## config.mk

```make
export PLATFORM = sky130hd
export DESIGN_NAME = weighted_random_neighbor_pick
export DESIGN_NICKNAME = d
export VERILOG_FILES = /design/src/rtl/core/wrnp_pkg.sv /design/src/rtl/core/wrnp_ram.sv /design/src/rtl/core/wrnp_div.sv /design/src/rtl/core/weighted_random_neighbor_pick.sv
export SDC_FILE = /design/constraint.sdc
export NUM_CORES = 1
export LEC_CHECK = 0
export ABC_AREA = 1
export BUFFER_PORTS_ARGS = -buffer_cell sky130_fd_sc_hd__buf_4
export CAP_MARGIN = 40
export CORE_MARGIN = 1.5
export CORE_UTILIZATION = 59
export CTS_BUF_LIST = sky130_fd_sc_hd__clkbuf_4
export DETAILED_ROUTE_END_ITERATION = 12
export PLACE_DENSITY = 0.8
export SETUP_SLACK_MARGIN = 0.5
export SYNTH_ARGS = -nofsm -noshare
export SYNTH_HDL_FRONTEND = slang
export SYNTH_HIERARCHICAL = 1
export SYNTH_SLANG_ARGS = --single-unit
export TNS_END_PERCENT = 10
```

## constraint.sdc

```tcl
create_clock -name clk -period 8.1 [get_ports clk]
set_input_delay 1.215 -clock clk [delete_from_list [all_inputs] [get_ports clk]]
set_output_delay 1.215 -clock clk [all_outputs]
set_load 0.01 [all_outputs]
```

## src/rtl/core/wrnp_pkg.sv

```systemverilog
// Shared types, constants and the per-side weight rule for the weighted
// neighbor pick. No dependencies.
`default_nettype none
package wrnp_pkg;

  localparam int SIDE_COUNT = 17;
  localparam int COUNT_BITS = 16;
  localparam int SIDE_W     = $clog2(SIDE_COUNT);
  localparam int CFG_W      = 16;
  localparam int VAL_W      = (COUNT_BITS > CFG_W) ? COUNT_BITS : CFG_W;
  localparam int WEIGHT_W   = VAL_W + 2;
  localparam int TOTAL_W    = WEIGHT_W + 5;
  localparam int RV_W       = 31;
  localparam int RV_CNT_W   = $clog2(RV_W);
  localparam int SITE_W     = 8;

  localparam logic [CFG_W-1:0]  MAXD_RESET   = 16'd255;
  localparam logic [SITE_W-1:0] SITE_INVALID = 8'hFF;
  localparam logic [SITE_W-1:0] SITE_LAST    = 8'h0F;

  localparam logic MODE_WRITE = 1'b0;
  localparam logic MODE_PICK  = 1'b1;

  typedef struct packed {
    logic                  nonempty;
    logic [COUNT_BITS-1:0] distance;
    logic [COUNT_BITS-1:0] active;
    logic                  target_valid;
  } entry_t;

  localparam int ENTRY_W = $bits(entry_t);

  // Sides weighted by distance for a given start site.
  function automatic logic site_listed(input logic [3:0] site, input logic [SIDE_W-1:0] side);
    logic hit;
    hit = 1'b0;
    case (site)
      4'd2:    hit = side inside {5'd4, 5'd13, 5'd14};
      4'd3:    hit = side inside {5'd12, 5'd13, 5'd14};
      4'd4:    hit = side inside {5'd2, 5'd12, 5'd13};
      4'd12:   hit = side inside {5'd3, 5'd4, 5'd14};
      4'd13:   hit = side inside {5'd2, 5'd3, 5'd4};
      4'd14:   hit = side inside {5'd2, 5'd3, 5'd12};
      default: hit = 1'b0;
    endcase
    return hit;
  endfunction

  function automatic logic [WEIGHT_W-1:0] side_weight(
    input logic [3:0]        site,
    input logic [SIDE_W-1:0] side,
    input entry_t            e,
    input logic [CFG_W-1:0]  maxd,
    input logic              node,
    input logic              uni
  );
    logic [WEIGHT_W-1:0] plus;
    logic [WEIGHT_W-1:0] minus;
    logic [WEIGHT_W-1:0] w;
    plus  = WEIGHT_W'(maxd) + WEIGHT_W'(e.active);
    minus = WEIGHT_W'(e.distance);
    w     = '0;
    if (site == 4'd0) begin
      if (e.nonempty && (side inside {5'd2, 5'd3, 5'd4, 5'd12, 5'd13, 5'd14}))
        w = WEIGHT_W'(1);
    end else if (site inside {4'd2, 4'd3, 4'd4, 4'd12, 4'd13, 4'd14}) begin
      if (site_listed(site, side))
        w = (plus > minus) ? plus - minus : '0;
      else if (side == 5'd8 && node)
        w = plus;
      else if (side == 5'd16 && e.target_valid)
        w = WEIGHT_W'(maxd);
    end
    if (uni && w != '0)
      w = WEIGHT_W'(1);
    return w;
  endfunction

endpackage
`default_nettype wire

```

## src/rtl/core/wrnp_ram.sv

```systemverilog
// Generic simple dual-port RAM, one write and one registered read port.
// No dependencies.
`default_nettype none
module wrnp_ram #(
  parameter int WIDTH = 8,
  parameter int DEPTH = 16
) (
  input  wire logic                     clk,
  input  wire logic                     we,
  input  wire logic [$clog2(DEPTH)-1:0] waddr,
  input  wire logic [WIDTH-1:0]         wdata,
  input  wire logic [$clog2(DEPTH)-1:0] raddr,
  output logic      [WIDTH-1:0]         rdata
);

  logic [WIDTH-1:0] mem [DEPTH];

  always_ff @(posedge clk) begin
    if (we)
      mem[waddr] <= wdata;
    rdata <= mem[raddr];
  end

endmodule
`default_nettype wire

```

## src/rtl/core/wrnp_div.sv

```systemverilog
// Restoring bit-serial remainder unit: dividend mod divisor, one bit a cycle.
// Depends on wrnp_pkg.
`default_nettype none
module wrnp_div (
  input  wire logic                          clk,
  input  wire logic                          rst,
  input  wire logic                          start,
  input  wire logic [wrnp_pkg::RV_W-1:0]     dividend,
  input  wire logic [wrnp_pkg::TOTAL_W-1:0]  divisor,
  output logic                               done,
  output logic      [wrnp_pkg::TOTAL_W-1:0]  rem
);

  logic                             busy;
  logic [wrnp_pkg::RV_CNT_W-1:0]    cnt;
  logic [wrnp_pkg::RV_W-1:0]        quo;
  logic [wrnp_pkg::TOTAL_W:0]       trial;
  logic [wrnp_pkg::TOTAL_W-1:0]     rem_next;

  // rem < divisor, so trial < 2*divisor and the difference fits back in rem
  assign trial = {rem, quo[wrnp_pkg::RV_W-1]};

  always_comb begin
    if (trial >= {1'b0, divisor})
      rem_next = wrnp_pkg::TOTAL_W'(trial - {1'b0, divisor});
    else
      rem_next = trial[wrnp_pkg::TOTAL_W-1:0];
  end

  always_ff @(posedge clk) begin
    if (rst) begin
      busy <= 1'b0;
      done <= 1'b0;
      cnt  <= '0;
    end else begin
      done <= 1'b0;
      if (start) begin
        busy <= 1'b1;
        cnt  <= wrnp_pkg::RV_CNT_W'(wrnp_pkg::RV_W - 1);
        quo  <= dividend;
        rem  <= '0;
      end else if (busy) begin
        rem <= rem_next;
        quo <= {quo[wrnp_pkg::RV_W-2:0], 1'b0};
        cnt <= cnt - 1'b1;
        if (cnt == '0) begin
          busy <= 1'b0;
          done <= 1'b1;
        end
      end
    end
  end

endmodule
`default_nettype wire

```

## src/rtl/core/weighted_random_neighbor_pick.sv

```systemverilog
// Top level: neighbor table in RAM, weight walk, remainder unit and pick walk.
// Depends on wrnp_pkg, wrnp_ram, wrnp_div.
//
//  channel | signals                                   | direction
//  --------+-------------------------------------------+----------
//  in      | in_valid/in_ready, mode .. random_value   | request in
//  out     | out_valid/out_ready, next_site, moved     | result out
//  cfg     | cfg_we, cfg_wdata (base weight)           | write only
//
// A table write or an invalid start site goes from accept to S_FINISH, then back to idle.
// A pick runs two walks over the 17-entry table through the RAM read port
// around a remainder (31 bit steps, plus start and done).
// A zero total ends after the first walk; the pick walk stops at the chosen side.
// One request in flight; in_ready only when idle; a stalled result holds the block.
// Reset clears the table valid bits (entries read as zero); base weight goes to 255.
`default_nettype none
module weighted_random_neighbor_pick (
  input  wire logic                              clk,
  input  wire logic                              rst,
  input  wire logic                              in_valid,
  output logic                                   in_ready,
  input  wire logic                              mode,
  input  wire logic [4:0]                        entry_index,
  input  wire logic                              entry_nonempty,
  input  wire logic [15:0]                       entry_distance,
  input  wire logic [15:0]                       entry_active,
  input  wire logic                              entry_target_valid,
  input  wire logic [wrnp_pkg::SITE_W-1:0]       start_site,
  input  wire logic                              at_node,
  input  wire logic                              uniform_weights,
  input  wire logic [wrnp_pkg::RV_W-1:0]         random_value,
  output logic                                   out_valid,
  input  wire logic                              out_ready,
  output logic      [wrnp_pkg::SITE_W-1:0]       next_site,
  output logic                                   moved,
  input  wire logic                              cfg_we,
  input  wire logic [wrnp_pkg::CFG_W-1:0]        cfg_wdata
);

  typedef enum logic [2:0] {S_IDLE, S_SUM, S_DIV, S_PICK, S_FINISH} state_t;

  state_t                              state;
  logic [wrnp_pkg::SIDE_W-1:0]         cnt;
  logic                                rd_pend;
  logic [wrnp_pkg::SIDE_W-1:0]         rd_side;
  logic [3:0]                          site;
  logic                                node;
  logic                                uni;
  logic [wrnp_pkg::RV_W-1:0]           rv;
  logic [wrnp_pkg::TOTAL_W-1:0]        total;
  logic [wrnp_pkg::TOTAL_W-1:0]        run;
  logic [wrnp_pkg::TOTAL_W-1:0]        rem_val;
  logic [wrnp_pkg::SITE_W-1:0]         res_site;
  logic                                res_moved;
  logic [wrnp_pkg::CFG_W-1:0]          maxd;
  logic [wrnp_pkg::SIDE_COUNT-1:0]     valid;
  logic                                div_start;

  logic                                accept;
  logic                                wr_en;
  wrnp_pkg::entry_t                    wr_entry;
  logic [wrnp_pkg::ENTRY_W-1:0]        ram_q;
  wrnp_pkg::entry_t                    entry;
  logic [wrnp_pkg::WEIGHT_W-1:0]       w;
  logic [wrnp_pkg::TOTAL_W-1:0]        total_next;
  logic [wrnp_pkg::TOTAL_W-1:0]        run_next;
  logic                                div_done;
  logic [wrnp_pkg::TOTAL_W-1:0]        div_rem;
  logic                                last_side;

  assign in_ready = (state == S_IDLE);
  assign accept   = in_valid && in_ready;
  assign wr_en    = accept && (mode == wrnp_pkg::MODE_WRITE) &&
                    (entry_index < wrnp_pkg::SIDE_W'(wrnp_pkg::SIDE_COUNT));

  always_comb begin
    wr_entry.nonempty     = entry_nonempty;
    wr_entry.distance     = wrnp_pkg::COUNT_BITS'(entry_distance);
    wr_entry.active       = wrnp_pkg::COUNT_BITS'(entry_active);
    wr_entry.target_valid = entry_target_valid;
  end

  wrnp_ram #(
    .WIDTH (wrnp_pkg::ENTRY_W),
    .DEPTH (wrnp_pkg::SIDE_COUNT)
  ) u_table (
    .clk   (clk),
    .we    (wr_en),
    .waddr (entry_index),
    .wdata (wr_entry),
    .raddr (cnt),
    .rdata (ram_q)
  );

  // never-written entries read as the reset value (all zero)
  assign entry      = valid[rd_side] ? wrnp_pkg::entry_t'(ram_q) : '0;
  assign w          = wrnp_pkg::side_weight(site, rd_side, entry, maxd, node, uni);
  assign total_next = total + wrnp_pkg::TOTAL_W'(w);
  assign run_next   = run + wrnp_pkg::TOTAL_W'(w);
  assign last_side  = (rd_side == wrnp_pkg::SIDE_W'(wrnp_pkg::SIDE_COUNT - 1));

  wrnp_div u_div (
    .clk      (clk),
    .rst      (rst),
    .start    (div_start),
    .dividend (rv),
    .divisor  (total),
    .done     (div_done),
    .rem      (div_rem)
  );

  always_ff @(posedge clk) begin
    if (rst) begin
      state     <= S_IDLE;
      out_valid <= 1'b0;
      valid     <= '0;
      maxd      <= wrnp_pkg::MAXD_RESET;
      div_start <= 1'b0;
      rd_pend   <= 1'b0;
      cnt       <= '0;
    end else begin
      if (cfg_we)
        maxd <= cfg_wdata;
      if (out_valid && out_ready)
        out_valid <= 1'b0;
      div_start <= 1'b0;

      // table read issue for both walks
      if (state == S_SUM || state == S_PICK) begin
        if (cnt < wrnp_pkg::SIDE_W'(wrnp_pkg::SIDE_COUNT)) begin
          cnt     <= cnt + 1'b1;
          rd_pend <= 1'b1;
          rd_side <= cnt;
        end else begin
          rd_pend <= 1'b0;
        end
      end

      case (state)
        S_IDLE: begin
          if (accept) begin
            if (mode == wrnp_pkg::MODE_WRITE) begin
              if (wr_en)
                valid[entry_index] <= 1'b1;
              res_site  <= '0;
              res_moved <= 1'b0;
              state     <= S_FINISH;
            end else if (start_site > wrnp_pkg::SITE_LAST) begin
              res_site  <= wrnp_pkg::SITE_INVALID;
              res_moved <= 1'b0;
              state     <= S_FINISH;
            end else begin
              site    <= start_site[3:0];
              node    <= at_node;
              uni     <= uniform_weights;
              rv      <= random_value;
              total   <= '0;
              cnt     <= '0;
              rd_pend <= 1'b0;
              state   <= S_SUM;
            end
          end
        end
        S_SUM: begin
          if (rd_pend) begin
            total <= total_next;
            if (last_side) begin
              rd_pend <= 1'b0;
              if (total_next == '0) begin
                res_site  <= wrnp_pkg::SITE_W'(site);
                res_moved <= 1'b0;
                state     <= S_FINISH;
              end else begin
                div_start <= 1'b1;
                state     <= S_DIV;
              end
            end
          end
        end
        S_DIV: begin
          if (div_done) begin
            rem_val <= div_rem;
            run     <= '0;
            cnt     <= '0;
            rd_pend <= 1'b0;
            state   <= S_PICK;
          end
        end
        S_PICK: begin
          if (rd_pend) begin
            run <= run_next;
            if (run_next > rem_val) begin
              rd_pend <= 1'b0;
              state   <= S_FINISH;
              if (rd_side != '0) begin
                res_site  <= wrnp_pkg::SITE_W'(rd_side);
                res_moved <= 1'b1;
              end else begin
                res_site  <= wrnp_pkg::SITE_W'(site);
                res_moved <= 1'b0;
              end
            end else if (last_side) begin
              rd_pend   <= 1'b0;
              res_site  <= wrnp_pkg::SITE_W'(site);
              res_moved <= 1'b0;
              state     <= S_FINISH;
            end
          end
        end
        S_FINISH: begin
          if (!out_valid || out_ready) begin
            out_valid <= 1'b1;
            next_site <= res_site;
            moved     <= res_moved;
            state     <= S_IDLE;
          end
        end
        default: state <= S_IDLE;
      endcase
    end
  end

endmodule
`default_nettype wire

```

# After elaboration in Yosys (flattened, before gate mapping)
# Memories as Yosys holds them, arrays and structs flattened. A register that Yosys moved wholly into a read port is not among the register bits.
# Index checks and enable logic that the tools add are counted.
# classes
addsub	7
order_cmp	9
eq_ne	29
mux	92
n_bitwise	8
n_reduce_logical	43
# op_table
operator	n
2-to-1 mux 23 bit	8
one-hot mux 23 bit (2 select lines)	2
2-to-1 mux 18 bit	5
2-to-1 mux 8 bit	9
2-to-1 mux 31 bit	2
adder 23 x 18 -> 23 bit	2
2-to-1 mux 5 bit	9
2-to-1 mux 1 bit	35
2-to-1 mux 34 bit	1
2-to-1 mux 3 bit	11
greater-or-equal comparator 24 x 23 -> 1 bit	1
one-hot mux 8 bit (3 select lines)	1
> comparator 23 bit	1
logical NOT 23 bit	1
subtractor 23 bit	1
nonzero test 3 bit	7
equality test 5 x 4 -> 1 bit (second input constant)	4
nonzero test 18 bit	1
subtractor 17 x 16 -> 18 bit	1
adder 16 x 16 -> 17 bit	1
> comparator 17 x 16 -> 1 bit	1
2-to-1 mux 17 bit	1
OR 17 bit	1
2-to-1 mux 16 bit	1
other kinds (45)	81
# word_totals
reg_bits	234
ramBits	578
input_bits	102
word_cells	214
memories	1
# mem_list
memory	words	width	rd	rd_clocked_by_memory_dff	wr	line	rtl
u_table.mem	17	34	1	1	1	wrnp_ram.sv:16	logic [WIDTH-1:0] mem [DEPTH];

# Longest topological paths before layout
# Gate-level depths: netlist (run 1).
# depth
ltp_word	18
ltp_mapped	68
ltp_nobuf	67

# Cells and area by module
# The synthesis (run 1) kept the hierarchy.
# by_module_without_submodules
module	n_inst	cells_each	area_per_inst_um2	seq_area_each_um2
wrnp_ram	1	1990	23870.4	18037.3
weighted_random_neighbor_pick	1	1475	11537.3	4634.4
wrnp_div	1	677	4541.9	1761.7

# Least setup slack after synthesis (run 1)
# OpenSTA, ideal clock, no wires.
# synth_path
kind	reg-to-reg
from	register rd_side[0] (netlist bit)
to	register res_moved (enable)
setup_time_ns	0.360
arrival_ns	8.414
t_required_ns	7.740
path_slack_ns	-0.674
path_stages_with_launch	65
path_cell_list	edfxtp_1 nor2_2 a22oi_1 o221ai_1 a22o_1 a221oi_1 or2_2 o21ai_2 inv_1 nor2_1 ha_1 inv_1 fa_1 nand3b_1 nand2_1 nand2_1 nand2_1 a31oi_1 [29 not listed] o21ai_2 nand3_1 xor2_1 inv_1 ha_1 inv_1 nor2_1 nand2_1 nor2_1 a211o_1 nand2_1 inv_1 nor2_1 inv_1 nand2_1 inv_1 nand2_1 nor2_1
# synth_between
elab_chain_len	16
# synth_lines
item	line	rtl
start: declaration	weighted_random_neighbor_pick.sv:45	logic [wrnp_pkg::SIDE_W-1:0] rd_side;
start signal: assignment	weighted_random_neighbor_pick.sv:133	rd_side <= cnt;
binary-select mux 1 bit (select 5 bit)	weighted_random_neighbor_pick.sv:96	assign entry = valid[rd_side] ? wrnp_pkg::entry_t'(ram_q) : '0;
2-to-1 mux 1 bit (implied by the code)	weighted_random_neighbor_pick.sv:96	
2-to-1 mux 34 bit	weighted_random_neighbor_pick.sv:96	
adder 16 x 16 -> 17 bit or logical AND 1 bit (tied branches)	wrnp_pkg.sv:60, wrnp_pkg.sv:71	
subtractor 17 x 16 -> 18 bit (tied with other cells)	wrnp_pkg.sv:68	w = (plus > minus) ? plus - minus : '0;
2-to-1 mux 18 bit or 2-to-1 mux 17 bit (tied branches)	wrnp_pkg.sv:68, wrnp_pkg.sv:69	
2-to-1 mux 18 bit	wrnp_pkg.sv:67	if (site_listed(site, side))
2-to-1 mux 18 bit	wrnp_pkg.sv:66	end else if (site inside {4'd2, 4'd3, 4'd4, 4'd12, 4'd13, 4'd14}) begin
2-to-1 mux 18 bit *	wrnp_pkg.sv:63	if (site == 4'd0) begin
nonzero test 18 bit	wrnp_pkg.sv:74	if (uni && w != '0)
logical AND 1 bit	wrnp_pkg.sv:74	
2-to-1 mux 18 bit *	wrnp_pkg.sv:74	
adder 23 x 18 -> 23 bit *	weighted_random_neighbor_pick.sv:99	assign run_next = run + wrnp_pkg::TOTAL_W'(w);
net run_next, one bit	weighted_random_neighbor_pick.sv:66	logic [wrnp_pkg::TOTAL_W-1:0] run_next;
> comparator 23 bit *	weighted_random_neighbor_pick.sv:192	if (run_next > rem_val) begin
!= test 3 x 2 -> 1 bit (no source line) *	-	
AND reduction 9 bit (no source line) *	-	
end signal: assignment	weighted_random_neighbor_pick.sv:197	res_moved <= 1'b1;
end signal: assignment	weighted_random_neighbor_pick.sv:200	res_moved <= 1'b0;
end signal: assignment	weighted_random_neighbor_pick.sv:205	res_moved <= 1'b0;
end: declaration	weighted_random_neighbor_pick.sv:54	logic res_moved;
# Mark *: on every way through the listed nets, which the timed path passes. The rest lies on a longest branch. The select of a mux whose other input is x is not followed.
# A chain may end at the register's enable or synchronous reset.

# Final worst setup path (run 1)
# layout_path
from	register rd_side[1] (netlist bit)
to	register rd_pend
# layout_between
elab_chain_len	17
# layout_lines
item	line	rtl
binary-select mux 1 bit (select 5 bit)	weighted_random_neighbor_pick.sv:96	
2-to-1 mux 1 bit (implied by the code)	weighted_random_neighbor_pick.sv:96	
2-to-1 mux 34 bit	weighted_random_neighbor_pick.sv:96	
adder 16 x 16 -> 17 bit or logical AND 1 bit (tied branches)	wrnp_pkg.sv:60, wrnp_pkg.sv:71	
subtractor 17 x 16 -> 18 bit (tied with other cells)	wrnp_pkg.sv:68	
2-to-1 mux 18 bit or 2-to-1 mux 17 bit (tied branches)	wrnp_pkg.sv:68, wrnp_pkg.sv:69	
2-to-1 mux 18 bit	wrnp_pkg.sv:67	
2-to-1 mux 18 bit	wrnp_pkg.sv:66	
[2 not listed]	-	
logical AND 1 bit	wrnp_pkg.sv:74	
2-to-1 mux 18 bit *	wrnp_pkg.sv:74	
adder 23 x 18 -> 23 bit *	weighted_random_neighbor_pick.sv:99	
net run_next, one bit	weighted_random_neighbor_pick.sv:66	
> comparator 23 bit *	weighted_random_neighbor_pick.sv:192	
2-to-1 mux 1 bit *	weighted_random_neighbor_pick.sv:192	
2-to-1 mux 1 bit *	weighted_random_neighbor_pick.sv:190	if (rd_pend) begin
one-hot mux 1 bit (4 select lines) *	weighted_random_neighbor_pick.sv:139	case (state)
end signal: assignment	weighted_random_neighbor_pick.sv:135	rd_pend <= 1'b0;
end signal: assignment	weighted_random_neighbor_pick.sv:193	rd_pend <= 1'b0;
end signal: assignment	weighted_random_neighbor_pick.sv:203	rd_pend <= 1'b0;
end: declaration	weighted_random_neighbor_pick.sv:44	logic rd_pend;
# Marks and branches as above.

==> run metrics, run 1 <==
status finished, violations left; failing checks setup timing; WS Path Type reg -> reg; worst-case reg-to-reg path depth 65; Yosys reg bits 842; Worst R2R End rd_pend; area delta synth->final 18.0%; crit path DAT 9.92 ns; initial antenna violation count 10; Std-Cell Core Area 0.0670 mm²; setup violators final 17; initial DRC count 3136; GPL Wtd Cong 0.961; YS warnings 6; Clk pin slew, worst setup/hold paths 0.07 ns; dpl hpwl 64.0 mm; Starting Density 59.6%; wire length of the first global-routing pass 162 mm; final setup margin -0.866 ns; Die X 263 µm; most common cell after layout, fill and taps aside nand2_1; hold-critical path endpoint rv[26]; layout cells sized above 1 19.9%; count of cell types in the netlist 57; Leakage 20.0 nW; final wirelength 107 mm; CTS sink count 842; DRC viols 0; Worst-Margin Slew 0.900 ns; Fill cells 4806; DP Worst Slack -0.879 ns; R2R Path Start rd_side[1]; Pre-antenna DRT Iters 8; antenna-violating nets left 0; Final Total Pwr 0.0104 W; CP most frequent cell nand2_2; HP Class in -> reg; worst hold path depth 1; Tcrit/Tclk final 111%; Net Count, Synth 4364; CP peak stage delay 0.51 ns; NumNets Final 4847; top_reg_cell synth edfxtp_1; slew margin rel. 40.0%; max-slew violation count 0; unrepaired setup endpoints after global routing true; clk_lat worst skew 1.07 ns; full die area 0.0693 mm²; total CTS buffers 202; Worst Path Required 9.05 ns; vias in the first global route 30414; Seq/Total Area, Yosys 61.2%; VDD IR max 0.224 mV; Post-Syn Area 0.0399 mm²; final core utilization 70.3%; # port buffers 112; Crit-path slowest cell edfxtp_1; CTS root buf clkbuf_4; Worst setup SP type flip-flop; Routed wire per std cell 18.8 µm; Final Hold Viols 0; number of enable flip-flop cells after synthesis 757; grt total ovfl 0; CTS tree yes; max_cap viols 0; die height 263 µm; H-tree depth 4; Post-synth ARST share 0%; routed vias 31572; HP Start random_value[26]; most frequent cells in the layout 1371 x nand2_1, 757 x edfxtp_1, 501 x nand3_1; Rows 95; Avg Inst Size Synth 9.64 µm²; setup TNS -13.74 ns; Syn Inst Count 4142; Global Route Usage Sum 30.2%; Max Freq 112 MHz; maximum fanout along the worst path 7; I/O Pins 113; Max clock buf depth 3; pin count of the biggest net entering global routing 140; PwrDens 220 mW/mm²; crit path capture type flip-flop; Hold-fix buffers, CTS 0; reg2reg setup slack -0.87 ns; DR vias/cell 5.57; clk_skew 0.0748 ns; post-route minimum period 8.97 ns
## power by group
part | switching [W] | total [W] | leakage [nW] | internal, W
sequential | 0.000116 | 0.00500 | 7.53 | 0.00488
clock | 0.00171 | 0.00349 | 1.56 | 0.00177
combinational | 0.00124 | 0.00189 | 10.9 | 0.000648
total | 0.00307 | 0.0104 | 20.0 | 0.00730
## worst max-delay path by stage
stage,depth (start not counted),endpoint,from,slack (ns)
CTS,64,res_site[4],rd_side[1],-0.69
global placement,61,res_site[0],rd_side[1],-0.59
global route,65,res_site[4],rd_side[1],-1.41
detailed placement,63,res_site[1],rd_side[1],-0.88
finish,65,rd_pend,rd_side[1],-0.87
floorplan,65,res_moved,rd_side[1],-0.21
## worst max-delay path: cells and delay by family (launching register included)
family                   cells  cell delay (ns)
buffers and inverters       12             1.00
AO/OA/AOI/OAI               16             2.38
adder cells (fa/ha/maj)      6             1.50
flip-flops                   1             0.51
AND/OR/NAND/NOR             29             3.13
XOR/XNOR                     2             0.30
## registers in the layout, summed over array words and instances (netlist names), 3 cells and up
name / count
next_site: 6
cnt: 5
u_div/rem: 23
rv: 31
rd_side: 5
valid: 17
rem_val: 23
state: 3
u_div/quo: 31
total: 23
res_site: 6
site: 4
u_table/mem: 578
u_div/cnt: 5
maxd: 16
u_table/rdata: 34
run: 23
## stage by stage
stage,area (µm²),cells,hold WS [ns]
2_1_floorplan,40100,4142,0.400
3_3_place_gp,43500,5253,0.423
3_5_place_dp,43600,5260,0.430
4_1_cts,46500,5640,0.282
5_1_grt,47200,5666,0.274
6_report,47200,5667,0.373
## cells in the mapped netlist, types with 26 or more instances
library cell	number	area (µm²)
nand3_1	506	2530
nor2_1	301	1130
a21oi_1	142	711
buf_2	69	345
dfxtp_1	85	1700
xor2_1	43	377
nand2_1	1389	5210
inv_1	346	1300
nand4_1	26	163
clkbuf_1	60	225
nor3_1	38	190
ha_1	117	1460
edfxtp_1	757	22700
o21ai_0	47	235
## metal layers
layer	vias to the layer above	wire length (µm)	GRT usage, %
met5	-	64	0
met4	10	4470	14.3
met3	341	9650	6.65
met2	1562	52600	51.3
met1	14614	39800	36.9
li1	15045	-	-
## logic make-up after synthesis
kind of cell / count (synthesis) / share of synthesized area (%)
AO/OA/AOI/OAI: 273 / 3.99
AND/OR/NAND/NOR: 2318 / 24.2
flip-flops: 842 / 61.2
buffers and inverters: 520 / 5.34
adder cells (fa/ha/maj): 120 / 3.81
XOR/XNOR: 69 / 1.53
## layout make-up
| class | instances | area, µm² | area share (%) |
|---|---|---|---|
| inverters | 364 | 1380 | 2.93 |
| well taps | 873 | 1090 | 2.32 |
| multi-input cells | 2780 | 14200 | 30.1 |
| clock inverters | 70 | 423 | 0.897 |
| repair buffers | 434 | 3370 | 7.15 |
| flip-flops and latches | 842 | 24400 | 51.8 |
| repair inverters | 1 | 6.26 | 0.0133 |
| diodes | 5 | 12.5 | 0.0265 |
| clock buffers | 298 | 2240 | 4.74 |
## timing repair
action / in CTS / in global routing
pin swaps: 15 / 77
setup buffers: 12 / 20
setup endpoints to repair: 19 / 53
gates resized for setup: 19 / 105
cloned: 0 / 2
(Power assumes the default switching activity.)
==> run 2: changes to the inputs <==
--- a/config.mk
+++ b/config.mk
@@ -9,10 +9,10 @@
 export BUFFER_PORTS_ARGS = -buffer_cell sky130_fd_sc_hd__buf_4
 export CAP_MARGIN = 40
 export CORE_MARGIN = 1.5
-export CORE_UTILIZATION = 59
+export CORE_UTILIZATION = 50
 export CTS_BUF_LIST = sky130_fd_sc_hd__clkbuf_4
 export DETAILED_ROUTE_END_ITERATION = 12
-export PLACE_DENSITY = 0.8
+export PLACE_DENSITY = 0.7
 export SETUP_SLACK_MARGIN = 0.5
 export SYNTH_ARGS = -nofsm -noshare
 export SYNTH_HDL_FRONTEND = slang
==> run 2 against run 1 <==
The flow still finishes with violations (setup timing). Sequential power barely moved. First-iteration DRC count is 21% lower. Maximum frequency up 3.1%. Clock skew increased by 0.043 ns. Largest power group unchanged. Highest routed layer unchanged.
==> run metrics, run 2 (synthesis results as in run 1) <==
status finished, violations left; failing checks setup timing; antenna-violating nets left 0 (unchanged); Max Freq 115 MHz (+3.1%); Reg with most FFs u_table/mem; layout cells sized above 1 22.3% (+2.5 points); Crit-path slowest cell edfxtp_1; CP most frequent cell nand2_2; max-slew violation count 0 (unchanged); Max clock buf depth 3 (unchanged); wire length of the first global-routing pass 164 mm (+1.4%); total CTS buffers 211 (+4.5%); grt total ovfl 0 (unchanged); Std-Cell Core Area 0.0790 mm² (+18%); full die area 0.0816 mm² (+18%); Die X 286 µm (+8.5%); Worst Path Required 8.78 ns (-0.27 ns); routed vias 31013 (-1.8%); Clk pin slew, worst setup/hold paths 0.06 ns (about the same); crit path DAT 9.37 ns (-0.55 ns); Starting Density 50.6% (-9.0 points); most frequent cells in the layout 1362 x nand2_1, 757 x edfxtp_1, 502 x nand3_1; CP peak stage delay 0.50 ns (about the same); max_cap viols 0 (unchanged); WS Path Type reg -> reg; I/O Pins 113 (unchanged); initial antenna violation count 12 (+2); HP Class in -> reg; Final Hold Viols 0 (unchanged); most common cell after layout, fill and taps aside nand2_1; final setup margin -0.596 ns (+0.270 ns); unrepaired setup endpoints after global routing true; pin count of the biggest net entering global routing 135 (-3.6%); final wirelength 108 mm (+1.2%); dpl hpwl 64.0 mm (-0.11%); H-tree depth 4 (unchanged); DR vias/cell 5.25 (-5.7%); initial DRC count 2476 (-21%); VDD IR max 0.156 mV (-30%); die height 286 µm (+8.5%); worst hold path depth 3 (+2); vias in the first global route 29932 (-1.6%); clk_skew 0.118 ns (+0.0430 ns); Worst setup SP type flip-flop; area delta synth->final 20.7%; dpl cell area 0.0440 mm² (+0.82%); CTS sink count 842 (unchanged); Tcrit/Tclk final 107% (-3.3 points); Global Route Usage Sum 26.2% (-4.1 points); Worst-Margin Slew 0.891 ns (-0.00904 ns); design area 0.0482 mm² (+2.3%); Rows 103 (+8.4%); worst-case reg-to-reg path depth 64 (-1.5%); GPL Wtd Cong 0.932 (-3.0%); maximum fanout along the worst path 7 (unchanged); Routed wire per std cell 18.3 µm (-2.9%); Final Total Pwr 0.0106 W (+2.1%); post-route minimum period 8.70 ns (-0.270 ns); # port buffers 112 (unchanged); CTS root buf clkbuf_4; slew margin rel. 40.6% (+0.60 points); Top Registers u_table/mem: 578 flops, u_table/rdata: 34 flops; Leakage 20.2 nW (+1.4%); clk_lat worst skew 1.10 ns (+0.03 ns); NumNets Final 4886 (+0.80%); PwrDens 220 mW/mm² (-0.11%); CTS tree yes; DRC viols 0 (unchanged); crit path capture type flip-flop; reg2reg setup slack -0.60 ns (+0.27 ns); setup violators final 17 (unchanged); max reg flops 578 (unchanged); Pre-antenna DRT Iters 6 (-2); Hold-fix buffers, CTS 0 (unchanged)
## run 2: layer usage
layer	global-route usage [%]	share of wire [%]	vias to the layer above	routed length (µm)
met1	31.9	39	14417	42100
li1	-	-	15127	-
met5	0.349	0.095	-	102
met4	12.1	3.7	10	3960
met3	5.43	7.3	262	7900
met2	44.6	50	1197	53800
## run 2: report_power, final
part / switching (W) / internal, W
Combinational: 0.00122 / 0.000659
Sequential: 0.000122 / 0.00488
Clock: 0.00179 / 0.00192
Total: 0.00313 / 0.00746
## run 2: worst paths after layout
| path | endpoint | startpoint |
|---|---|---|
| min reg2reg | u_table/rdata[8] | u_table/mem[16][8] |
| max reg2reg | res_site[1] | rd_side[0] |
| min | maxd[7] | cfg_wdata[7] |
| max | res_site[1] | rd_side[0] |
## run 2: final cells by class
cell class	instances	area [µm²]
fillers	6501	30800
flip-flops and latches	842	24400
multi-input cells	2780	14600
repair buffers	464	3590
clock buffers	331	2480
inverters	364	1380
well taps	1050	1310
clock inverters	62	385
diodes	10	25.0
repair inverters	1	7.51
## run 2: worst max-delay path, delay by kind of cell, from the launching register on
| kind | cells | cell delay [ns] |
|---|---|---|
| buffers and inverters | 11 | 1.21 |
| XOR/XNOR | 2 | 0.21 |
| AND/OR/NAND/NOR | 32 | 2.84 |
| flip-flops | 1 | 0.50 |
| AO/OA/AOI/OAI | 15 | 2.32 |
| adder cells (fa/ha/maj) | 4 | 1.29 |
## run 2: repair_timing
action | in CTS | in global routing
setup buffers | 28 | 11
resized for setup | 102 | 121
endpoints found under the setup margin | 22 | 54
pin swaps | 75 | 71
cloned | 1 | 0
## run 2: per-stage QoR
stage | TNS, ns | std cells | hold WS (ns) | worst slack (ns) | util (%)
after global placement | -8.74 | 5455 | 0.425 | -0.646 | 55.6
after floorplan | -1.62 | 4142 | 0.400 | -0.212 | -
after global routing | -19.95 | 5902 | 0.261 | -1.19 | 61.0
after CTS | -8.30 | 5883 | 0.251 | -0.569 | 60.2
final | -8.93 | 5904 | 0.360 | -0.596 | 61.0
after detailed placement | -13.92 | 5461 | 0.424 | -0.952 | 55.7
